### src/vrp_pkg.sv
// Shared types and constants for the vertex rotate/project pipeline.
// No dependencies; imported by vrp_div and vertex_rotate_project_z16_top.
`default_nettype none
package vrp_pkg;

  localparam int unsigned CoordW = 16;
  localparam int unsigned ScrW   = 20;
  localparam int unsigned QuoW   = 17;
  localparam int unsigned DenW   = 23;
  localparam int unsigned RemW   = 24;

  localparam logic signed [26:0] CamOffset = 27'sd301466;
  localparam logic [16:0]        FarQ      = 17'd9362;
  localparam logic [16:0]        NearQ     = 17'd26214;
  localparam logic [15:0]        QMax      = 16'd65535;
  localparam logic [15:0]        Z16Max    = 16'd65535;
  localparam logic [15:0]        Z16Min    = 16'd1;

  // floor(p / 8426) == (p * ZRecip) >> ZShift for p below 2^30
  localparam int unsigned  ZShift = 44;
  localparam logic [63:0]  ZRecip64 = ((64'd1 << ZShift) + 64'd8426 - 64'd1) / 64'd8426;
  localparam logic [30:0]  ZRecip = ZRecip64[30:0];

  typedef enum logic [2:0] {
    REG_SIN_YAW   = 3'd0,
    REG_COS_YAW   = 3'd1,
    REG_SIN_PITCH = 3'd2,
    REG_COS_PITCH = 3'd3,
    REG_CENTER_X  = 3'd4,
    REG_CENTER_Y  = 3'd5,
    REG_FOCAL     = 3'd6
  } reg_idx_t;

  typedef struct packed {
    logic signed [18:0] rx;
    logic signed [21:0] ry;
    logic               clip;
  } div_side_t;

endpackage
`default_nettype wire

### src/vrp_div.sv
// Pipelined restoring divider, one quotient bit per stage, with sideband.
// Depends on vrp_pkg.
`default_nettype none
module vrp_div
  import vrp_pkg::*;
#(
  parameter int unsigned SIDE_W = 1
) (
  input  wire logic              clk,
  input  wire logic              rst_n,
  input  wire logic              en,
  input  wire logic              in_valid,
  input  wire logic [RemW-1:0]   in_rem,
  input  wire logic [QuoW-1:0]   in_low,
  input  wire logic [DenW-1:0]   in_den,
  input  wire logic [SIDE_W-1:0] in_side,
  output logic                   out_valid,
  output logic [QuoW-1:0]        out_quo,
  output logic [SIDE_W-1:0]      out_side
);

  logic              vld_r  [0:QuoW];
  logic [RemW-1:0]   rem_r  [0:QuoW];
  logic [QuoW-1:0]   low_r  [0:QuoW];
  logic [QuoW-1:0]   quo_r  [0:QuoW];
  logic [DenW-1:0]   den_r  [0:QuoW];
  logic [SIDE_W-1:0] side_r [0:QuoW];

  always_comb begin
    vld_r[0]  = in_valid;
    rem_r[0]  = in_rem;
    low_r[0]  = in_low;
    quo_r[0]  = '0;
    den_r[0]  = in_den;
    side_r[0] = in_side;
  end

  for (genvar k = 1; k <= QuoW; k++) begin : g_step
    logic [RemW-1:0] trial;
    logic            ge;
    always_comb begin
      trial = {rem_r[k-1][RemW-2:0], low_r[k-1][QuoW-1]};
      ge    = (trial >= {1'b0, den_r[k-1]});
    end
    always_ff @(posedge clk) begin
      if (!rst_n) begin
        vld_r[k] <= 1'b0;
      end else if (en) begin
        vld_r[k] <= vld_r[k-1];
      end
      if (en) begin
        rem_r[k]  <= ge ? (trial - {1'b0, den_r[k-1]}) : trial;
        low_r[k]  <= {low_r[k-1][QuoW-2:0], 1'b0};
        quo_r[k]  <= {quo_r[k-1][QuoW-2:0], ge};
        den_r[k]  <= den_r[k-1];
        side_r[k] <= side_r[k-1];
      end
    end
  end

  assign out_valid = vld_r[QuoW];
  assign out_quo   = quo_r[QuoW];
  assign out_side  = side_r[QuoW];

endmodule
`default_nettype wire

### config.mk
export PLATFORM = sky130hd
export DESIGN_NAME = vrp_div
export DESIGN_NICKNAME = d
export VERILOG_FILES = /design/src/vrp_pkg.sv /design/src/vrp_div.sv
export SDC_FILE = /design/constraint.sdc
export NUM_CORES = 2
export LEC_CHECK = 0
export BUFFER_PORTS_ARGS = -buffer_cell sky130_fd_sc_hd__buf_2
export CAP_MARGIN = 0
export CORE_UTILIZATION = 45
export CTS_BUF_LIST = sky130_fd_sc_hd__clkbuf_2
export CTS_CLUSTER_SIZE = 12
export DETAILED_ROUTE_END_ITERATION = 8
export PLACE_DENSITY_LB_ADDON = 0.25
export SETUP_SLACK_MARGIN = 0.4
export SLEW_MARGIN = 10
export SYNTH_ARGS = -nofsm -noshare
export SYNTH_HDL_FRONTEND = slang
export SYNTH_SLANG_ARGS = --single-unit
### constraint.sdc
create_clock -name clk -period 4.1 [get_ports clk]
set_input_delay 0.205 -clock clk [delete_from_list [all_inputs] [get_ports clk]]
set_output_delay 0.205 -clock clk [all_outputs]
set_load 0.01 [all_outputs]
Yosys cells after proc, flatten, opt, wreduce, memory -nomap -nowiden
Cells that the tools add are included.
Operators by class
  multiplexer cells: 16
  order comparisons: 17
  $add $sub $neg: 16
Operators with widths (number)
  24-bit by 23-bit greater-or-equal comparator with 1-bit output: 17
  23-bit two-way mux: 16
  23-bit subtractor: 16
Storage, ports and cells
  logic and storage cells: 148
  bits of input ports: 69
  bits in registers: 1059

Depth between registers and ports, before layout
  word-level depth: 2
  depth in mapped cells: 13
  depth with buffers taken out: 12

Worst setup path before layout
OpenSTA, ideal clock, no wires.
  kind: register to register
  from: reg den_r[253] (netlist bit)
  to: reg rem_r, in the netlist g_step[8].trial[19] (data pin)
  required time: 3.840 ns
  clock period less this slack: 3.173 ns
  stages on the path, launching flop included: 12
  data arrival time: 2.913 ns
  buffers on the path: 2
  slack: 0.927 ns
  setup time: 0.260 ns
  cells stage by stage: edfxtp_1 -> ha_1 -> fa_1 -> nor2b_1 -> o2111ai_1 -> and3_1 -> o41a_1 -> o21ai_0 -> a221o_1 -> buf_2 -> buf_4 -> mux2_2
Between the ends
  longest elaborated chain between the ends: 2
  elaborated cells between the ends (all ways): 3
RTL lines
  from (decl): RTL line vrp_div.sv:26  | logic [DenW-1:0] den_r [0:QuoW];
  from (signal, indexed assignment): RTL line vrp_div.sv:55  | den_r[k] <= den_r[k-1];
  23-bit subtractor or 24-bit by 23-bit greater-or-equal comparator with 1-bit output (tied branches): RTL line vrp_div.sv:52, vrp_div.sv:43
  23-bit two-way mux *: RTL line vrp_div.sv:52  | rem_r[k] <= ge ? (trial - {1'b0, den_r[k-1]}) : trial;
  to (signal, indexed assignment): RTL line vrp_div.sv:52
  to (decl): RTL line vrp_div.sv:23  | logic [RemW-1:0] rem_r [0:QuoW];
Every way passes the cells marked *; elsewhere a longest branch is shown, timed or not.
A chain may end at the register's enable or synchronous reset.

Worst setup path in the final report
  from: in in_den[4]
  to: reg rem_r, in the netlist g_step[2].trial[9] (data pin)
Between the ends
  longest elaborated chain between the ends: 2
  elaborated cells between the ends (all ways): 3
RTL lines
  from (decl): RTL line vrp_div.sv:15  | input wire logic [DenW-1:0] in_den,
  23-bit subtractor or 24-bit by 23-bit greater-or-equal comparator with 1-bit output (tied branches): RTL line vrp_div.sv:52, vrp_div.sv:43
  23-bit two-way mux *: RTL line vrp_div.sv:52
Marked as above.

==> impl_metrics.py <==
metrics = {
    "grt": {
        "grt_pass1_wl_um": 187000,
        "antenna_found_initial": 4,
        "grt_pass1_vias": 36800,
        "grt_max_degree": 120,
        "grt_usage_pct": 18.5,
        "grt_overflow": 0,
    },
    "clock_network": {
        "cts_buffers": 298,
        "cts_tree": "built",
        "clockRootBuffer": "clkbuf_2",
        "clockBufferDepth": 4,
        "cts_max_level": 5,
        "clock_sinks": 1059,
        "clock_latency_ps": 1640,
        "clk_pin_slew_worst_paths_ps": 100,
    },
    "final_layout": {
        "final.fill_count": 10700,
        "final_cell_mix": "edfxtp_1, inv_1, clkbuf_2, ha_1, nand2_1",
        "fin_nets": 5718,
        "area_growth_syn_to_layout_pct": 13.1,
        "multi_input_area_mm2": 0.0218,
        "layout.cells.non_filler": 7053,
        "postLayoutCoreUtil_pct": 51.5,
        "drive_gt1_share_pct": 13.9,
        "regArea_mm2": 0.0316,
        "final_common_cell": "edfxtp_1",
    },
    "logic_synthesis": {
        "synth_area_mm2": 0.0556,
        "synth_seq_cells": 1059,
        "yosys_warnings": 0,
        "synth_edf_count": 1042,
        "synth_nets": 5173,
        "synthFlopType": "edfxtp_1",
        "yosysSeqAreaShare_pct": 56.9,
        "synth.distinct_cells": 79,
        "synth_cells": 4697,
        "postSynth.asyncResetShare_pct": 0,
        "syn_area_per_cell_um2": 11.8,
    },
    "die": {
        "dieArea_mm2": 0.125,
        "ioPinCount": 88,
        "core_area_mm2": 0.122,
        "die_h_um": 354,
        "num_rows": 128,
        "die_x_um": 354,
        "initial_core_util_pct": 45.5,
    },
    "setup_path": {
        "critPathSlowestCell": "dlygate4sd3_1",
        "path_max_fanout": 22,
        "path_depth": 16,
        "cpMostUsedCell": "dlygate4sd3_1",
        "cp_slowest_stage_delay_ps": 580,
        "cp_top_family": "buffers and inverters",
        "path_cells": "dlygate4sd3_1 -> dlygate4sd3_1 -> buf_2 -> dlygate4sd3_1 -> inv_1 -> ha_1 -> a21boi_1 -> o21ai_1 -> a21oi_1 -> o2111a_1 -> a2111oi_4 -> buf_12 -> nand2_1 -> dlygate4sd3_1 -> o31ai_1 -> dlygate4sd3_1",
        "critPathBufInv": 8,
        "rr_worst_depth": 12,
        "crit_path_start_kind": "input port",
        "end_kind": "register",
        "crit_required_ps": 5590,
        "path_class": "input port to register",
        "crit_arrival_ps": 5180,
    },
    "run_status": {
        "status": "finished clean",
    },
    "placement": {
        "port_buffers": 86,
        "dp.cells": 6355,
        "hpwl_um": 82000,
        "gp_congestion": 0.913,
    },
    "sta": {
        "setup_violations": 0,
        "fin_hold_ws_ps": 255,
        "min_period_ps": 3690,
        "finalHoldViolations": 0,
        "max-slew-margin-rel_pct": 24.3,
        "worstMarginPinSlew_ps": 1140,
        "fin_worst_skew_ps": 152,
        "drv_slew": 0,
        "rsz0062_at_grt": "true",
        "tns_ps": 0,
        "min_period_over_period_pct": 90.0,
        "fmax_mhz": 271,
    },
    "min_path": {
        "hp-class": "input port to register",
        "worstHoldPathCells": 8,
    },
    "pwr": {
        "p_per_area_mw_per_mm2": 692,
        "switching_share_pct": 37.5,
        "vdd_drop_max_v": 0.000357,
        "p_int_mw": 27.2,
        "power_mw": 43.5,
        "seqPwrFrac_pct": 38.9,
        "clkPwrFrac_pct": 16.3,
        "p_leak_nw": 26.0,
        "combPwrFrac_pct": 44.8,
        "switchingPower_mw": 16.3,
    },
    "detailed_routing": {
        "wl_um": 117000,
        "first_iter_violations": 2246,
        "wire_per_inst_um": 16.6,
        "ant_nets": 0,
        "vias": 36800,
        "drc": 0,
        "firstDrtPassIters": 5,
        "vias_per_cell": 5.21,
    },
    "job": {
        "cap_viol_max_count": 0,
    },
}
==> tightest hold or removal path, stage by stage <==
cell	delay (ps)
dlygate4sd3_1	550
buf_2	150
o21bai_1	140
o31a_1	140
o2111a_1	250
a2111oi_4	60
buf_12	160
inv_2	80
==> cells by family after synthesis <==
kind of cell	count (synthesis)	share of synthesized area [%]
xor+xnor	295	4.65
compound gates	1160	13.0
buf+inv	608	4.30
fa+ha+maj	407	9.37
simple gates	1000	8.44
mux	168	3.32
flops	1059	56.9
==> power by group through the flow <==
stage,Clock (mW),Sequential [mW],Combinational [mW]
6_report,7.10,16.9,19.5
5_1_grt,8.00,17.2,21.8
4_1_cts,7.48,17.0,19.3
3_5_place_dp,0,17.2,18.9
3_3_place_gp,0,17.2,18.6
2_1_floorplan,0,16.4,14.9
==> flip-flops by register name, indices dropped and copies added (netlist names) <==
register,flops
g_step.trial,384
den_r,368
quo_r,136
low_r,120
out_quo,17
side_r,16
vld_r,16
out_side,1
out_valid,1
==> stage by stage <==
stage,instance area [µm²],worst slack [ps]
detailed placement,58200,321
global placement,58200,369
CTS,62700,425
floorplan,55600,927
global route,62900,374
finish,62900,412
==> layout make-up <==
| type | count | share of cell area, % |
|---|---|---|
| repair buffers | 348 | 4.99 |
| flip-flops and latches | 1059 | 50.3 |
| inverters | 503 | 3.00 |
| clock inverters | 69 | 0.553 |
| diodes | 8 | 0.0318 |
| well taps | 1625 | 3.23 |
| multi-input cells | 3032 | 34.6 |
| clock buffers | 409 | 3.26 |
==> repair_timing <==
action / in CTS / in global routing
pin swaps: 3 / 7
setup endpoints to repair: 29 / 137
gates resized for setup: 5 / 18
hold endpoints to repair: 1123 / 0
hold buffers: 203 / 0
setup buffers: 2 / 4
cloned: 1 / 2
==> worst paths after layout <==
path | startpoint | to | slack, ps
min | in_rem[22] | quo_r[272] | 250
min reg2reg | quo_r[74] | quo_r[58] | 320
max reg2reg | den_r[322] | g_step[5].trial[6] | 550
max | in_den[4] | g_step[2].trial[9] | 410
==> cells in the mapped netlist, types with 18 or more instances <==
master | count | area, µm²
inv_1 | 502 | 1880
nand2_1 | 387 | 1450
xor2_1 | 121 | 1060
o21ai_0 | 351 | 1760
nor2_1 | 206 | 773
clkbuf_1 | 65 | 244
edfxtp_1 | 1042 | 31300
a211oi_1 | 22 | 165
mux2i_1 | 35 | 350
nand4_1 | 42 | 263
and3_1 | 27 | 169
o211ai_1 | 18 | 135
buf_2 | 20 | 100
a211o_1 | 20 | 175
o21bai_1 | 31 | 233
and2_1 | 18 | 113
a21oi_1 | 312 | 1560
a31oi_1 | 34 | 213
nor3_1 | 64 | 320
o31ai_1 | 31 | 233
a21o_1 | 165 | 1240
xnor2_1 | 174 | 1520
nor2b_1 | 65 | 407
buf_4 | 18 | 135
ha_1 | 391 | 4890
o21a_1 | 45 | 338
a21boi_0 | 19 | 143
mux2_2 | 132 | 1490
nand2b_1 | 59 | 369
nand3_1 | 61 | 305
==> per-layer routing <==
metal	part of all wire, %	GRT usage (%)	routed length [µm]	vias to the layer above
met2	50	32.3	58400	814
met3	4.1	3.35	4830	258
met1	43	22.5	50300	17200
met4	2.7	7.76	3170	4
li1	-	-	-	18400
met5	0.023	0	27	-
(Power assumes the default switching activity.)
